File: src/hw/rtl/smf_pkg.sv
// Package for the sliding median filter: window size, field widths and types.
// No dependencies.
`default_nettype none

package smf_pkg;

    localparam int WINDOW = 5;
    localparam int VALUE_W = 32;
    localparam int TIME_W = 31;
    localparam int RANK = (WINDOW + 1) / 2;
    localparam int MID = (WINDOW - 1) / 2;
    localparam int CNT_W = $clog2(WINDOW + 1);

    typedef logic signed [VALUE_W-1:0] t_value;
    typedef logic [TIME_W-1:0] t_time;
    typedef logic [CNT_W-1:0] t_count;

endpackage

`default_nettype wire

File: src/hw/rtl/smf_if.sv
// Valid/ready channel interfaces for the sliding median filter.
// Depends on smf_pkg.
`default_nettype none

interface smf_in_if
    import smf_pkg::*;
();
    logic   valid;
    logic   ready;
    t_value sample_value;
    t_time  sample_time;
    logic   restart;

    modport source (output valid, sample_value, sample_time, restart, input ready);
    modport sink (input valid, sample_value, sample_time, restart, output ready);
endinterface

interface smf_out_if
    import smf_pkg::*;
();
    logic   valid;
    logic   ready;
    t_value median_value;
    t_time  median_time;

    modport source (output valid, median_value, median_time, input ready);
    modport sink (input valid, median_value, median_time, output ready);
endinterface

`default_nettype wire

File: src/hw/rtl/sliding_median_filter_core.sv
// Sliding-window median filter core: window registers, rank network, output register.
// Depends on smf_pkg and the channel interfaces in smf_if.sv.
//
// Usage:
//   i_in  carries timestamped samples (sample_value, sample_time, restart); a word
//         is taken at a rising edge with valid and ready high.
//   o_out carries one result per sample once the window holds WINDOW samples
//         since reset or the last restart: the window median and the timestamp
//         of the window's middle entry. The first WINDOW-1 samples give nothing.
//   restart empties the window before its own sample enters.
// Pipeline: the window registers shift when the sample is taken, and the rank
//   network then feeds the output register once that register is free.
// Throughput: one word per cycle while o_out is not stalled, set by the
//   combinational all-pairs compare network over the WINDOW entries.
// Reset clears the fill count and both valid flags; window contents are left
//   as they are and are never read before being written.
// Stall: the output register holds its word while o_out.ready is low; samples
//   are still taken until one of them yields a result, then i_in.ready drops
//   until the output drains.
`default_nettype none

module sliding_median_filter_core
    import smf_pkg::*;
(
    input  wire         i_clk,
    input  wire         i_rst_n,
    smf_in_if.sink      i_in,
    smf_out_if.source   o_out
);

    t_value r_val [WINDOW];
    t_time  r_time [WINDOW];
    t_count r_fill;
    t_count n_fill;
    logic   r_calc_vld;
    logic   r_out_vld;
    t_value r_out_val;
    t_time  r_out_time;

    logic   in_acc;
    logic   out_free;
    t_count above [WINDOW];
    t_count at_or_above [WINDOW];
    t_value n_med;

    assign out_free = !r_out_vld || o_out.ready;
    assign i_in.ready = !r_calc_vld || out_free;
    assign in_acc = i_in.valid && i_in.ready;

    always_comb begin
        n_fill = i_in.restart ? '0 : r_fill;
        if (n_fill < t_count'(WINDOW)) begin
            n_fill = n_fill + t_count'(1);
        end
    end

    always_ff @(posedge i_clk) begin
        if (!i_rst_n) begin
            r_fill <= '0;
            r_calc_vld <= 1'b0;
        end else begin
            if (in_acc) begin
                r_fill <= n_fill;
                r_calc_vld <= (n_fill == t_count'(WINDOW));
            end else if (out_free) begin
                r_calc_vld <= 1'b0;
            end
        end
    end

    always_ff @(posedge i_clk) begin
        if (in_acc) begin
            for (int i = 0; i < WINDOW - 1; i++) begin
                r_val[i] <= r_val[i+1];
                r_time[i] <= r_time[i+1];
            end
            r_val[WINDOW-1] <= i_in.sample_value;
            r_time[WINDOW-1] <= i_in.sample_time;
        end
    end

    // all-pairs rank counts; lowest entry holding the rank wins
    always_comb begin
        for (int i = 0; i < WINDOW; i++) begin
            above[i] = '0;
            at_or_above[i] = '0;
            for (int j = 0; j < WINDOW; j++) begin
                above[i] = above[i] + t_count'(r_val[j] > r_val[i]);
                at_or_above[i] = at_or_above[i] + t_count'(r_val[j] >= r_val[i]);
            end
        end
        n_med = r_val[0];
        for (int i = WINDOW - 1; i >= 0; i--) begin
            if (above[i] < t_count'(RANK) && t_count'(RANK) <= at_or_above[i]) begin
                n_med = r_val[i];
            end
        end
    end

    always_ff @(posedge i_clk) begin
        if (!i_rst_n) begin
            r_out_vld <= 1'b0;
        end else if (out_free) begin
            r_out_vld <= r_calc_vld;
        end
    end

    always_ff @(posedge i_clk) begin
        if (out_free && r_calc_vld) begin
            r_out_val <= n_med;
            r_out_time <= r_time[MID];
        end
    end

    assign o_out.valid = r_out_vld;
    assign o_out.median_value = r_out_val;
    assign o_out.median_time = r_out_time;

    a_calc_full: assert property (@(posedge i_clk) disable iff (!i_rst_n)
        r_calc_vld |-> r_fill == t_count'(WINDOW))
        else $error("result pending with window not full");

    a_restart_empties: assert property (@(posedge i_clk) disable iff (!i_rst_n)
        (in_acc && i_in.restart) |=> !r_calc_vld && r_fill == t_count'(1))
        else $error("restart did not empty the window");

    a_fill_bound: assert property (@(posedge i_clk) disable iff (!i_rst_n)
        r_fill <= t_count'(WINDOW))
        else $error("fill count beyond window");

    a_hold_window: assert property (@(posedge i_clk) disable iff (!i_rst_n)
        (r_calc_vld && !out_free) |=> r_calc_vld && $stable(r_fill))
        else $error("pending result lost while output stalled");

endmodule

`default_nettype wire
File: src/flat_wrapper.sv
// flat-port wrapper written by rule: the top's interface ports become plain ports
module sliding_median_filter_core_flat import smf_pkg::*;
  (i_clk, i_rst_n, i_in_valid, i_in_sample_value, i_in_sample_time, i_in_restart, i_in_ready, o_out_valid, o_out_median_value, o_out_median_time, o_out_ready);
  smf_in_if i_in_i ();
  smf_out_if o_out_i ();
  input  wire i_clk;
  input  wire i_rst_n;
  input wire logic [$bits(i_in_i.valid)-1:0] i_in_valid;
  input wire logic [$bits(i_in_i.sample_value)-1:0] i_in_sample_value;
  input wire logic [$bits(i_in_i.sample_time)-1:0] i_in_sample_time;
  input wire logic [$bits(i_in_i.restart)-1:0] i_in_restart;
  output wire logic [$bits(i_in_i.ready)-1:0] i_in_ready;
  output wire logic [$bits(o_out_i.valid)-1:0] o_out_valid;
  output wire logic [$bits(o_out_i.median_value)-1:0] o_out_median_value;
  output wire logic [$bits(o_out_i.median_time)-1:0] o_out_median_time;
  input wire logic [$bits(o_out_i.ready)-1:0] o_out_ready;
  assign i_in_i.valid = i_in_valid;
  assign i_in_i.sample_value = i_in_sample_value;
  assign i_in_i.sample_time = i_in_sample_time;
  assign i_in_i.restart = i_in_restart;
  assign i_in_ready = i_in_i.ready;
  assign o_out_valid = o_out_i.valid;
  assign o_out_median_value = o_out_i.median_value;
  assign o_out_median_time = o_out_i.median_time;
  assign o_out_i.ready = o_out_ready;
  sliding_median_filter_core u_core (.i_clk(i_clk), .i_rst_n(i_rst_n), .i_in(i_in_i), .o_out(o_out_i));
endmodule
File: config.mk
export PLATFORM = sky130hd
export DESIGN_NAME = sliding_median_filter_core_flat
export DESIGN_NICKNAME = d
export VERILOG_FILES = /design/src/hw/rtl/smf_pkg.sv /design/src/hw/rtl/smf_if.sv /design/src/hw/rtl/sliding_median_filter_core.sv /design/src/flat_wrapper.sv
export SDC_FILE = /design/constraint.sdc
export NUM_CORES = 1
export LEC_CHECK = 0
export ABC_AREA = 0
export BUFFER_PORTS_ARGS = -buffer_cell sky130_fd_sc_hd__buf_4
export CORE_ASPECT_RATIO = 0.6
export CORE_MARGIN = 3
export CORE_UTILIZATION = 45
export DETAILED_ROUTE_END_ITERATION = 6
export PLACE_DENSITY = 0.69
export SLEW_MARGIN = 40
export SYNTH_ARGS = -nofsm -noshare
export SYNTH_HDL_FRONTEND = slang
export SYNTH_SLANG_ARGS = --single-unit
File: constraint.sdc
create_clock -name i_clk -period 21.2 [get_ports i_clk]
set_input_delay 4.24 -clock i_clk [delete_from_list [all_inputs] [get_ports i_clk]]
set_output_delay 4.24 -clock i_clk [all_outputs]
set_load 0.01 [all_outputs]
== After elaboration in Yosys (flattened, before gate mapping) ==
Memories as Yosys holds them, arrays and structs flattened.
Index checks and enable logic that the tools add are counted.

* Memories: 2
* Bits of input ports: 68
* Register bits: 68
* Memory bits (writable): 315

* Eq/ne operators: 1
* Reduce and logical (&&, ||, !) cells: 12
* Multiplexer cells: 11
* $add $sub $neg: 41
* $lt $le $gt $ge: 61

{| class="wikitable"
|+ Memory list
! memory !! depth !! bits a word !! read ports !! clocked after memory_dff !! write ports !! RTL line !! RTL
|-
| u_core.r_val || 5 || 32 || 5 || 0 || 5 || sliding_median_filter_core.sv:31 || <nowiki>t_value r_val [WINDOW];</nowiki>
|-
| u_core.r_time || 5 || 31 || 4 || 0 || 5 || sliding_median_filter_core.sv:32 || <nowiki>t_time r_time [WINDOW];</nowiki>
|}

{| class="wikitable"
|+ Operator list
! operator !! count
|-
| $ge A32 B32 Y1 || 25
|-
| $gt A32 B32 Y1 || 25
|-
| $mux W32 || 5
|-
| $add A3 B1 Y3 || 30
|-
| $add A1 B1 Y2 || 10
|-
| $le A2 B3 Y1 const A || 5
|-
| $lt A3 B2 Y1 const B || 5
|-
| $logic_and A1 B1 Y1 || 7
|-
| $mux W3 || 2
|-
| $mux W1 || 4
|-
| $add A3 B1 Y3 const B || 1
|-
| $eq A3 B3 Y1 const B || 1
|-
| $lt A3 B3 Y1 const B || 1
|-
| $logic_not A1 Y1 || 2
|-
| $logic_or A1 B1 Y1 || 2
|-
| $reduce_bool A2 Y1 || 1
|}

== Longest topological paths before layout ==
Gate-level depths: netlist of run 1.
An unclocked memory read counts as a cell.

* Depth in word-level cells: 13
* Gate-level depth with buffers: 25
* Depth with buffers taken out: 23

== Worst setup path after synthesis of run 1 ==
No wires, ideal clock.

* Path kind: input to register
* Start: in o_out_ready
* End: mem u_core.r_time[0][100] (netlist name), enable pin
* Stages: 4
* Setup time: 0.606 ns
* Path slack: 11.122 ns
* Arrival time: 9.471 ns
* Cells stage by stage: nor2b_1 -> nand2_1 -> nand2_1 -> inv_1

{| class="wikitable"
|+ RTL lines
! element !! RTL line !! RTL
|-
| start: declaration || flat_wrapper.sv:16 || <nowiki>input wire logic [$bits(o_out_i.ready)-1:0] o_out_ready;</nowiki>
|-
| end: declaration || sliding_median_filter_core.sv:32 ||
|}

== Worst setup path in the final report of run 1 ==
* Start: in o_out_ready
* End: out i_in_ready

* Cells in the longest elaborated chain, start to end: 2

{| class="wikitable"
|+ Ends and longest elaborated chain
! element !! RTL line !! RTL
|-
| $logic_or A1 B1 Y1 || sliding_median_filter_core.sv:46 || <nowiki>assign out_free = !r_out_vld || o_out.ready;</nowiki>
|-
| $logic_or A1 B1 Y1 || sliding_median_filter_core.sv:47 || <nowiki>assign i_in.ready = !r_calc_vld || out_free;</nowiki>
|-
| end: declaration || flat_wrapper.sv:12 || <nowiki>output wire logic [$bits(i_in_i.ready)-1:0] i_in_ready;</nowiki>
|}

Every way passes these cells.

==> results.md, run 1 <==
* Setup WS pre-CTS at 12.03 ns
* Cell count after synthesis at 1677
* CP startpoint kind: primary input
* Die Width at 278.6 um
* Max-cap violations at 0
* Total wire length at 55.42 mm
* Post-place instance area at 21790 um^2
* Async set-reset flop share out of synthesis at 0
* Simple-Gate Fraction of Synth Area at 0.08687
* Ant diodes at 0
* Layout Skew at 0.01239 ns
* Distinct cells, synth at 64
* Total Nets Final at 2250
* Htree depth at 1
* VDD IR max at 0.00006195 V
* Initial core utilization at 0.4591
* Area grow syn2layout at 13.64%
* I/O pins at 133
* Worst R2R Path Depth at 19
* Cell Rows at 59
* Multiplexer share of the synthesized area at 0.04316
* Hold_buf cts at 0
* WHS Endpoint: u_core.o_out.median_time[10]
* Avg Cell Area, Syn at 11.96 um^2
* Syn nets at 2099
* Largest family of logic cells by synthesized area: adder cells
* Leak at 0.01006 uW
* DP HPWL at 42.41 mm
* Hold WC Path Type: reg -> reg
* Synthesis-stage register bit count at 321
* CP Max Fanout at 3
* First-pass GRT wire length at 83.74 mm
* Port bufs at 132
* R2r startpoint: u_core.r_val[0][31]
* Most frequent cells in the layout: ha_1, edfxtp_1, inv_1, buf_4, a21oi_1
* Avg WL per Cell at 22.81 um
* Crit end category: output pin
* CP most frequent cell: buf_4
* Final period utilization at 0.4322
* Setup violators final at 0
* Max Freq at 109.2 MHz
* Detailed-route via count at 14350
* Worst-path clk slew at 0.07 ns
* Max-slew headroom at 0.3820
* Ys Warns at 0
* Most common cell after layout, fill and taps aside: ha_1
* Crit Path Class: in -> out
* Crit-path cells: buf_4, nor2b_1, nand2_1, buf_4
* Sequential share of the synthesized area at 0.4780
* Placed Instances at 2374
* Post-CTS Resized at 0
* Total power at 2143 uW
* CTS tree: yes
* Worst skew pair latency at 0.59 ns
* Synth Area in XOR/XNOR at 0.0008731
* Core area at 43700 um^2
* Overall global routing resource usage at 0.2323
* Post-route insts no fill at 2430
* Post-route cell area at 22800 um^2
* Largest net degree at the start of global routing at 92
* Hold-critical path depth at 0
* Most used DFF post-synth: edfxtp_1
* RR Endpoint: u_core.o_out.median_value[0]
* Root buffer cell: clkbuf_16
* Die Y at 169.6 um
* Post-synth EDFFs at 316
* CP delay by family, top: simple AND/OR/NAND/NOR gates
* Die area at 47240 um^2
* Top cells by area, synth: edfxtp_1, ha_1, inv_1
* Post-layout min period at 9.162 ns
* Vias in the first global route at 13960
* Share of the synthesized area in the top cell type at 0.4730
* Residual DRC count at 0
* Hold Crit Start: u_core.r_time[0][72]
* Slowest CP cell: nor2b_1
* Synth Area in Compound Gates at 0.1273
* Total negative setup slack at 0 ns
* Cell Area, Synth at 20060 um^2
* Power per cell area at 93.99 nW/um^2
* Post-CTS Setup Bufs at 0
* Largest stage delay, worst path at 0.26 ns
* DRT antenna net count at 0
* RePlAce Congestion at 0.9651
* Cell taking the most area after synthesis: edfxtp_1
* RSZ-0062 raised after global routing: false
* Setup ws final at 12.04 ns
* Clk buf depth at 3
* Status: finished, final reports clean
* Slew Viols, Final at 0
* WP data required at 16.96 ns
* DR iter-0 viols at 1689
* TritonCTS buffer count at 30
* Least-Margin Pin Slew at 0.9199 ns
* Fin. Hold Viols at 0
* Clock sinks at 321
* Via density at 5.905
* Share of cells above drive strength 1 at 0.1313
* Synthesized-area fraction occupied by adder cells at 0.2241
* CP bufs+invs at 2
* DRT Pass-1 Iters at 5
* Initial antenna violation count at 0
* Worst endpoint data arrival time at 4.92 ns
* Global route overflow at 0
* Setup slack, reg-to-reg at 14.69 ns
==> power breakdown <==
group | total (uW) | internal [uW] | switching, uW
registers | 806 | 764 | 42.3
clock network | 554 | 309 | 245
logic | 783 | 349 | 435
==> sequential cells by signal, summed over array words and instances, names as in the netlist <==
signal                     flops
u_core.r_val                 160
u_core.r_fill                  3
u_core.r_time                 93
u_core.o_out.valid             1
u_core.o_out.median_value     32
u_core.o_out.median_time      31
u_core.r_calc_vld              1
==> cell families (layout without fill, tap and decap cells) <==
logic type | after synthesis | after routing
buffers and inverters | 205 | 379
AND/OR/NAND/NOR | 339 | 339
flip-flops | 321 | 321
AO/OA/AOI/OAI | 385 | 385
multiplexers | 71 | 71
adder cells (fa/ha/maj) | 354 | 354
XOR/XNOR | 2 | 2
==> cells in the mapped netlist (18+ instances only) <==
cell / number
a21oi_1: 109
mux2i_1: 37
a21o_1: 66
clkbuf_1: 18
mux2_4: 30
ha_1: 345
o21a_1: 24
o21ai_0: 55
a211oi_1: 71
edfxtp_1: 316
nor2_1: 84
nor3_1: 24
nand2_1: 56
nand4_1: 59
nor2b_1: 30
nand3_1: 28
inv_1: 180
==> how the worst max path moves through the flow <==
stage / from / end / slack [ns] / cells after the start
after CTS: o_out_ready / i_in_ready / 12.03 / 4
after floorplan: o_out_ready / u_core.r_time[0][100] / 11.12 / 4
final: o_out_ready / i_in_ready / 12.04 / 4
after global placement: o_out_ready / i_in_ready / 12.02 / 4
after global routing: o_out_ready / i_in_ready / 11.97 / 4
after detailed placement: o_out_ready / i_in_ready / 12.03 / 4
==> per-layer routing <==
layer / GRT usage / part of all wire / routed length, um / up-vias
met3: 0.06050 / 0.11 / 5894 / 66
met4: 0.04675 / 0.020 / 1085 / 0
li1: - / - / - / 6687
met2: 0.3104 / 0.38 / 21260 / 641
met5: 0 / 0 / 0 / -
met1: 0.3728 / 0.49 / 27190 / 6955
==> final cells by class <==
type                            count  area [um^2]
Clock buffer                       36        773.2
Clock inverter                     19        214.0
Fill cell                        3779        20900
Inverter                          180        683.2
Multi-Input combinational cell   1151         9713
Sequential cell                   321         9589
Tap cell                          579        724.4
Timing Repair Buffer              144         1102
==> through the flow <==
step | hold slack, ns | util
2_1_floorplan | 0.4003 | -
3_3_place_gp | 0.4001 | 0.4983
6_report | 0.4138 | 0.5217
4_1_cts | 0.4167 | 0.5211
5_1_grt | 0.4214 | 0.5217
3_5_place_dp | 0.4045 | 0.4985
No activity file was read; power rests on OpenSTA's default activity.
==> run 2, diff against run 1 <==
Clock period 21.2 ns to 8.5 ns, I/O delays scaled along.
==> results.md, run 2 (synthesized netlist as in run 1, its figures left out) <==
* Worst skew pair latency at 0.55 ns (was 0.59 ns)
* Most frequent cells in the layout: ha_1, edfxtp_1, inv_1, buf_4, a21oi_1 (unchanged)
* Setup slack, reg-to-reg at 2.05 ns (was 14.69 ns)
* RSZ-0062 raised after global routing: false (unchanged)
* CTS tree: yes (unchanged)
* Global route overflow at 0 (unchanged)
* Via density at 5.929 (was 5.905)
* RePlAce Congestion at 0.9909 (was 0.9651)
* Share of cells above drive strength 1 at 0.1352 (was 0.1313)
* Port bufs at 132 (unchanged)
* Power per cell area at 238.7 nW/um^2 (was 93.99 nW/um^2)
* Setup WS pre-CTS at 2.231 ns (was 12.03 ns)
* Hold-critical path depth at 0 (unchanged)
* DRT antenna net count at 0 (unchanged)
* Residual DRC count at 0 (unchanged)
* Max FFs per register at 160 (unchanged)
* DRT Pass-1 Iters at 5 (unchanged)
* Ant diodes at 0 (unchanged)
* Post-layout min period at 6.452 ns
* Clk pwr share at 0.275 (was 0.258)
* Initial antenna violation count at 1 (was 0)
* Die area at 47240 um^2 (unchanged)
* Max-cap violations at 0 (unchanged)
* Crit-path cells: ha_1, nand3_1, nor3_1, and3_1, nand2_1, and4b_1, o21a_1, mux2_2, ha_1, inv_1, ha_1, inv_1, ha_1, fa_1, a21oi_1, a211o_2, buf_4, a211oi_1, a211oi_1, a21oi_1, mux2_4 (was buf_4, nor2b_1, nand2_1, buf_4)
* Total negative setup slack at 0 ns (unchanged)
* Top reg by flops: u_core.r_val (unchanged)
* Hold WC Path Type: reg -> reg (unchanged)
* Final period utilization at 0.7590
* VDD IR max at 0.0001715 V (was 0.00006195 V)
* Max Freq at 155.0 MHz
* Worst hold slack at 0.4127 ns (was 0.4138 ns)
* WP data required at 8.78 ns (was 16.96 ns)
* Htree depth at 2 (was 1)
* Vias in the first global route at 13750 (was 13960)
* Most common cell after layout, fill and taps aside: ha_1 (unchanged)
* Worst endpoint data arrival time at 6.73 ns (was 4.92 ns)
* Post-route insts no fill at 2436 (was 2430)
* Layout Skew at 0.02864 ns (was 0.01239 ns)
* CP delay by family, top: adder cells (was simple AND/OR/NAND/NOR gates)
* R2r startpoint: u_core.r_val[3][31] (was u_core.r_val[0][31])
* Post-place instance area at 21800 um^2 (was 21790 um^2)
* Clock sinks at 321 (unchanged)
* Area grow syn2layout at 14.36% (was 13.64%)
* Core area at 43700 um^2 (unchanged)
* Critical Path Stages at 21 (was 4)
* Part of the power in registers at 0.367 (was 0.376)
* Overall global routing resource usage at 0.2361 (was 0.2323)
* Hold_buf cts at 0 (unchanged)
* Fin. Hold Viols at 0 (unchanged)
* Root buffer cell: clkbuf_16 (unchanged)
* Die Y at 169.6 um (unchanged)
* Hold Crit Start: u_core.r_time[0][142] (was u_core.r_time[0][72])
* Largest net degree at the start of global routing at 147 (was 92)
* Total Nets Final at 2253 (was 2250)
* CP startpoint kind: flop (was primary input)
* Post-CTS Resized at 0 (unchanged)
* CP most frequent cell: ha_1 (was buf_4)
* CP Max Fanout at 44 (was 3)
* First-pass GRT wire length at 84.66 mm (was 83.74 mm)
* Crit Path Class: reg -> reg (was in -> out)
* RR Endpoint: u_core.o_out.median_value[6] (was u_core.o_out.median_value[0])
* Avg WL per Cell at 23.28 um (was 22.81 um)
* Worst R2R Path Depth at 21 (was 19)
* CP bufs+invs at 3 (was 2)
* Max-slew headroom at 0.3962 (was 0.3820)
* Crit end category: flop (was output pin)
* Largest stage delay, worst path at 0.61 ns (was 0.26 ns)
* I/O pins at 133 (unchanged)
* Post-route cell area at 22940 um^2 (was 22800 um^2)
* Crit path from: u_core.r_val[3][31] (was o_out_ready)
* Total wire length at 56.72 mm (was 55.42 mm)
* Sw Share at 0.3372 (was 0.3367)
* TritonCTS buffer count at 34 (was 30)
* Clk buf depth at 3 (unchanged)
* Least-Margin Pin Slew at 0.8962 ns (was 0.9199 ns)
* Sw Pwr at 1847 uW (was 721.5 uW)
* Post-CTS Setup Bufs at 0 (unchanged)
* Slew Viols, Final at 0 (unchanged)
* Power Internal at 3630 uW (was 1422 uW)
* Status: finished, final reports clean (unchanged)
* Setup violators final at 0 (unchanged)
* Detailed-route via count at 14440 (was 14350)
* Initial core utilization at 0.4591 (unchanged)
* Combinational Power Share at 0.358 (was 0.365)
* Worst-path clk slew at 0.07 ns (about the same)
* WHS Endpoint: u_core.r_time[0][111] (was u_core.o_out.median_time[10])
* Slowest CP cell: buf_4 (was nor2b_1)
* Setup ws final at 2.048 ns (was 12.04 ns)
* Cell Rows at 59 (unchanged)
* DR iter-0 viols at 1436 (was 1689)
* Leak at 0.01013 uW (was 0.01006 uW)
* Placed Instances at 2374 (unchanged)
* DP HPWL at 43.38 mm (was 42.41 mm)
* Die Width at 278.6 um (unchanged)
-- run 2: area by class of cell --
cell class                 count  area [um^2]
clock buffer                  41        897.1
clock inverter                21        239.0
fill                        3781        20760
inverter                     180        688.2
multi-input combinational   1151         9716
sequential                   321         9589
tap                          579        724.4
timing repair buffer         143         1090
-- run 2: worst max-delay path by stage --
| stage | endpoint | slack (ns) |
|---|---|---|
| 2_1_floorplan | u_core.r_time[0][100] | 0.96 |
| 3_3_place_gp | u_core.o_out.median_value[3] | 2.28 |
| 3_5_place_dp | u_core.o_out.median_value[17] | 2.23 |
| 4_1_cts | u_core.o_out.median_value[4] | 2.20 |
| 5_1_grt | u_core.o_out.median_value[14] | 1.85 |
| 6_report | u_core.o_out.median_value[6] | 2.05 |
-- run 2: worst register-to-register path: cells and delay by family (launching register included) --
kind	cells	cell delay, ns
fa+ha+maj	5	1.72
compound gates	6	1.37
simple gates	5	1.29
buf+inv	3	0.72
mux	2	0.60
flops	1	0.50
-- run 2: power groups by stage --
stage          combinational, uW  clock, uW  sequential (uW)
2_1_floorplan               1450          0             2000
3_3_place_gp                1860          0             2030
3_5_place_dp                1920          0             2040
4_1_cts                     1930       1550             2010
5_1_grt                     2130       1610             2020
6_report                    1960       1510             2010
-- run 2: per-layer routing --
metal / GRT usage / vias up / wire length [um]
li1: - / 6693 / -
met1: 0.3839 / 7069 / 28650
met2: 0.3060 / 618 / 21400
met3: 0.07026 / 61 / 5897
met4: 0.03922 / 2 / 758
met5: 0 / - / 11
-- run 2: metrics by stage --
stage,power [uW],utilization
after global placement,3894,0.4985
after CTS,5486,0.5248
after global routing,5757,0.5250
final,5477,0.5250
after floorplan,3452,-
after detailed placement,3958,0.4988
==> run 3, diff against run 2 <==
Settings changed: ABC_AREA 0 to 1.
Clock period 8.5 ns to 6.7 ns, I/O delays scaled along.
==> results.md, run 3 <==
* Post-route cell area at 22890 um^2 (was 22940 um^2)
* Cell Rows at 59 (unchanged)
* Crit end category: flop (unchanged)
* Met3 Use GR at 0.08030 (was 0.07026)
* Count leader, synth: nand2_1 (was ha_1)
* RSZ-0062 raised after global routing: false (unchanged)
* Met2 usage at 0.3181 (was 0.3060)
* Worst endpoint data arrival time at 6.52 ns (was 6.73 ns)
* Worst-path clk slew at 0.07 ns (about the same)
* Sequential share of the synthesized area at 0.4803 (was 0.4780)
* Core area at 43550 um^2 (was 43700 um^2)
* Cell taking the most area after synthesis: edfxtp_1 (unchanged)
* Clk pwr share at 0.285 (was 0.275)
* Power Internal at 4300 uW (was 3630 uW)
* Combinational Power Share at 0.347 (was 0.358)
* Post-synth EDFFs at 316 (unchanged)
* Initial antenna violation count at 1 (unchanged)
* Setup WS pre-CTS at 0.7274 ns (was 2.231 ns)
* Post-layout min period at 6.247 ns (was 6.452 ns)
* Hold WC Path Type: reg -> reg (unchanged)
* Avg Cell Area, Syn at 10.14 um^2 (was 11.96 um^2)
* Syn nets at 2392 (was 2099)
* Port bufs at 132 (unchanged)
* Part of the power in registers at 0.368 (was 0.367)
* Max Freq at 160.1 MHz (was 155.0 MHz)
* Die Width at 277.9 um (was 278.6 um)
* Sw Share at 0.3721 (was 0.3372)
* Final period utilization at 0.9324 (was 0.7590)
* Ant diodes at 0 (unchanged)
* Initial core utilization at 0.4584 (was 0.4591)
* R2r startpoint: u_core.r_val[3][31] (unchanged)
* Status: finished, final reports clean (unchanged)
* RePlAce Congestion at 0.9771 (was 0.9909)
* Largest net degree at the start of global routing at 111 (was 147)
* Setup slack, reg-to-reg at 0.45 ns (was 2.05 ns)
* First-pass GRT wire length at 85.97 mm (was 84.66 mm)
* Most common cell after layout, fill and taps aside: nand2_1 (was ha_1)
* RR Endpoint: u_core.o_out.median_value[25] (was u_core.o_out.median_value[6])
* Overall global routing resource usage at 0.2400 (was 0.2361)
* WHS Endpoint: u_core.r_time[0][121] (was u_core.r_time[0][111])
* Layout Skew at 0.04958 ns (was 0.02864 ns)
* DRT antenna net count at 0 (unchanged)
* Clk buf depth at 3 (unchanged)
* Synthesis-stage register bit count at 321 (unchanged)
* Total negative setup slack at 0 ns (unchanged)
* Routing usage on met1 at 0.3717 (was 0.3839)
* Avg WL per Cell at 20.95 um (was 23.28 um)
* Root buffer cell: clkbuf_16 (unchanged)
* Power per cell area at 299.2 nW/um^2 (was 238.7 nW/um^2)
* Most frequent cells in the layout: nand2_1, ha_1, edfxtp_1, inv_1, a21oi_1 (was ha_1, edfxtp_1, inv_1, buf_4, a21oi_1)
* Hold-critical path depth at 0 (unchanged)
* CP startpoint kind: flop (unchanged)
* Post-CTS Resized at 0 (unchanged)
* Hold_buf cts at 0 (unchanged)
* Worst R2R Path Depth at 21 (unchanged)
* Ys Warns at 0 (unchanged)
* Area grow syn2layout at 14.65% (was 14.36%)
* Async set-reset flop share out of synthesis at 0 (unchanged)
* Max FFs per register at 160 (unchanged)
* Area of the multi-input gates at 9205 um^2 (was 9716 um^2)
* DRT Pass-1 Iters at 6 (was 5)
* Leading cell types by count after synthesis: nand2_1, ha_1, edfxtp_1 (was ha_1, edfxtp_1, inv_1)
* Top cells by area, synth: edfxtp_1, ha_1, nand2_1 (was edfxtp_1, ha_1, inv_1)
* Die area at 47020 um^2 (was 47240 um^2)
* Fillers at 3774 (was 3781)
* Hold Crit Start: u_core.r_time[0][152] (was u_core.r_time[0][142])
* Die Y at 169.2 um (was 169.6 um)
* WP data required at 6.97 ns (was 8.78 ns)
* Reg area at 9589 um^2 (unchanged)
* Most used DFF post-synth: edfxtp_1 (unchanged)
* Share of the synthesized area in the top cell type at 0.4752 (was 0.4730)
* Detailed-route via count at 15340 (was 14440)
* Post-place instance area at 21760 um^2 (was 21800 um^2)
* Share of cells above drive strength 1 at 0.1021 (was 0.1352)
* Busiest layer in global routing: met1 (unchanged)
* VDD IR max at 0.0001922 V (was 0.0001715 V)
* DR iter-0 viols at 1566 (was 1436)
* Total Nets Final at 2542 (was 2253)
* Distinct cells, synth at 41 (was 64)
* CTS tree: yes (unchanged)
* Worst skew pair latency at 0.56 ns (was 0.55 ns)
* Leak at 0.01047 uW (was 0.01013 uW)
* Via density at 5.635 (was 5.929)
* Setup ws final at 0.4532 ns (was 2.048 ns)
* Max-slew headroom at 0.4464 (was 0.3962)
* Max-cap violations at 0 (unchanged)
* DP HPWL at 43.99 mm (was 43.38 mm)
* Sw Pwr at 2548 uW (was 1847 uW)
* Top reg by flops: u_core.r_val (unchanged)
* Cell Area, Synth at 19970 um^2 (was 20060 um^2)
* TritonCTS buffer count at 34 (unchanged)
* Global route overflow at 0 (unchanged)
* I/O pins at 133 (unchanged)
* Post-CTS Setup Bufs at 0 (unchanged)
* Setup violators final at 0 (unchanged)
* Residual DRC count at 0 (unchanged)
* Crit Path Class: reg -> reg (unchanged)
* Fin. Hold Viols at 0 (unchanged)
* Cell count after synthesis at 1970 (was 1677)
* CP Max Fanout at 48 (was 44)
* Vias in the first global route at 14720 (was 13750)
* Htree depth at 2 (unchanged)
* Crit path from: u_core.r_val[3][31] (unchanged)
* Least-Margin Pin Slew at 0.8235 ns (was 0.8962 ns)
* Clock sinks at 321 (unchanged)
* Total wire length at 57.06 mm (was 56.72 mm)
* Slew Viols, Final at 0 (unchanged)
-- run 3: cell types whose count changed in the layout (fill, tap and decap cells not counted), sizes merged, moves of 55 or more --
cell    previous run  this run
nand2             58       422
o21ai             55       131
inv              181       284
a21o              66         3
a211oi            72        17
nand3             28       107
-- run 3: area by class of cell --
class | instances | area share
Sequential cell | 321 | 0.4189
Multi-Input combinational cell | 1334 | 0.4021
Timing Repair Buffer | 147 | 0.05143
Inverter | 282 | 0.04651
Clock buffer | 35 | 0.03733
Tap cell | 579 | 0.03165
Clock inverter | 25 | 0.01208
-- run 3: worst max path at each step --
stage | endpoint | cells past startpoint
detailed placement | u_core.o_out.median_value[25] | 21
global route | u_core.o_out.median_value[25] | 21
CTS | u_core.o_out.median_value[25] | 21
floorplan | u_core.r_time[0][100] | 4
finish | u_core.o_out.median_value[25] | 21
global placement | u_core.o_out.median_value[25] | 21
-- run 3: worst max-delay path, stage by stage, from the launching register on --
cell and delay (ns):
edfxtp_1 0.50, inv_1 0.11, ha_1 0.40, nand4_1 0.18
nor4_2 0.65, nor4b_1 0.62, nand2_1 0.25, nand3_1 0.14
nand2_1 0.08, inv_1 0.10, nand2_1 0.17, fa_1 0.57
inv_1 0.04, ha_1 0.18, fa_1 0.48, a211oi_4 0.62
buf_12 0.31, o21ai_0 0.14, o21ai_1 0.19, nand2_1 0.08
nand3_1 0.09, nand2_1 0.06
-- run 3: kinds of logic after synthesis --
| logic type | count (synthesis) | synth area share |
|---|---|---|
| compound gates | 352 | 0.09794 |
| simple gates | 626 | 0.1343 |
| flops | 321 | 0.4803 |
| buf+inv | 315 | 0.06141 |
| xor+xnor | 2 | 0.0008775 |
| fa+ha+maj | 354 | 0.2252 |
-- run 3: per-stage QoR --
step / std cells / power (uW) / utilization / hold slack (ns)
floorplan: 1970 / 4180 / - / 0.4003
global placement: 2661 / 4778 / 0.4980 / 0.4001
detailed placement: 2663 / 4867 / 0.4995 / 0.4045
CTS: 2723 / 6836 / 0.5255 / 0.4147
global route: 2723 / 7247 / 0.5256 / 0.4192
finish: 2723 / 6849 / 0.5256 / 0.4154
-- run 3: power by group through the flow --
stage               logic [uW]  registers [uW]  clock network, uW
global placement          2220            2550                  0
CTS                       2320            2520               2000
global route              2640            2530               2070
floorplan                 1650            2530                  0
detailed placement        2310            2560                  0
finish                    2370            2520               1950
-- run 3: layer usage --
layer	part of all wire	wire, um	up-vias
li1	-	-	7255
met1	0.46	26510	7255
met2	0.38	21850	744
met3	0.13	7551	89
met4	0.020	1142	0
met5	0	0	-
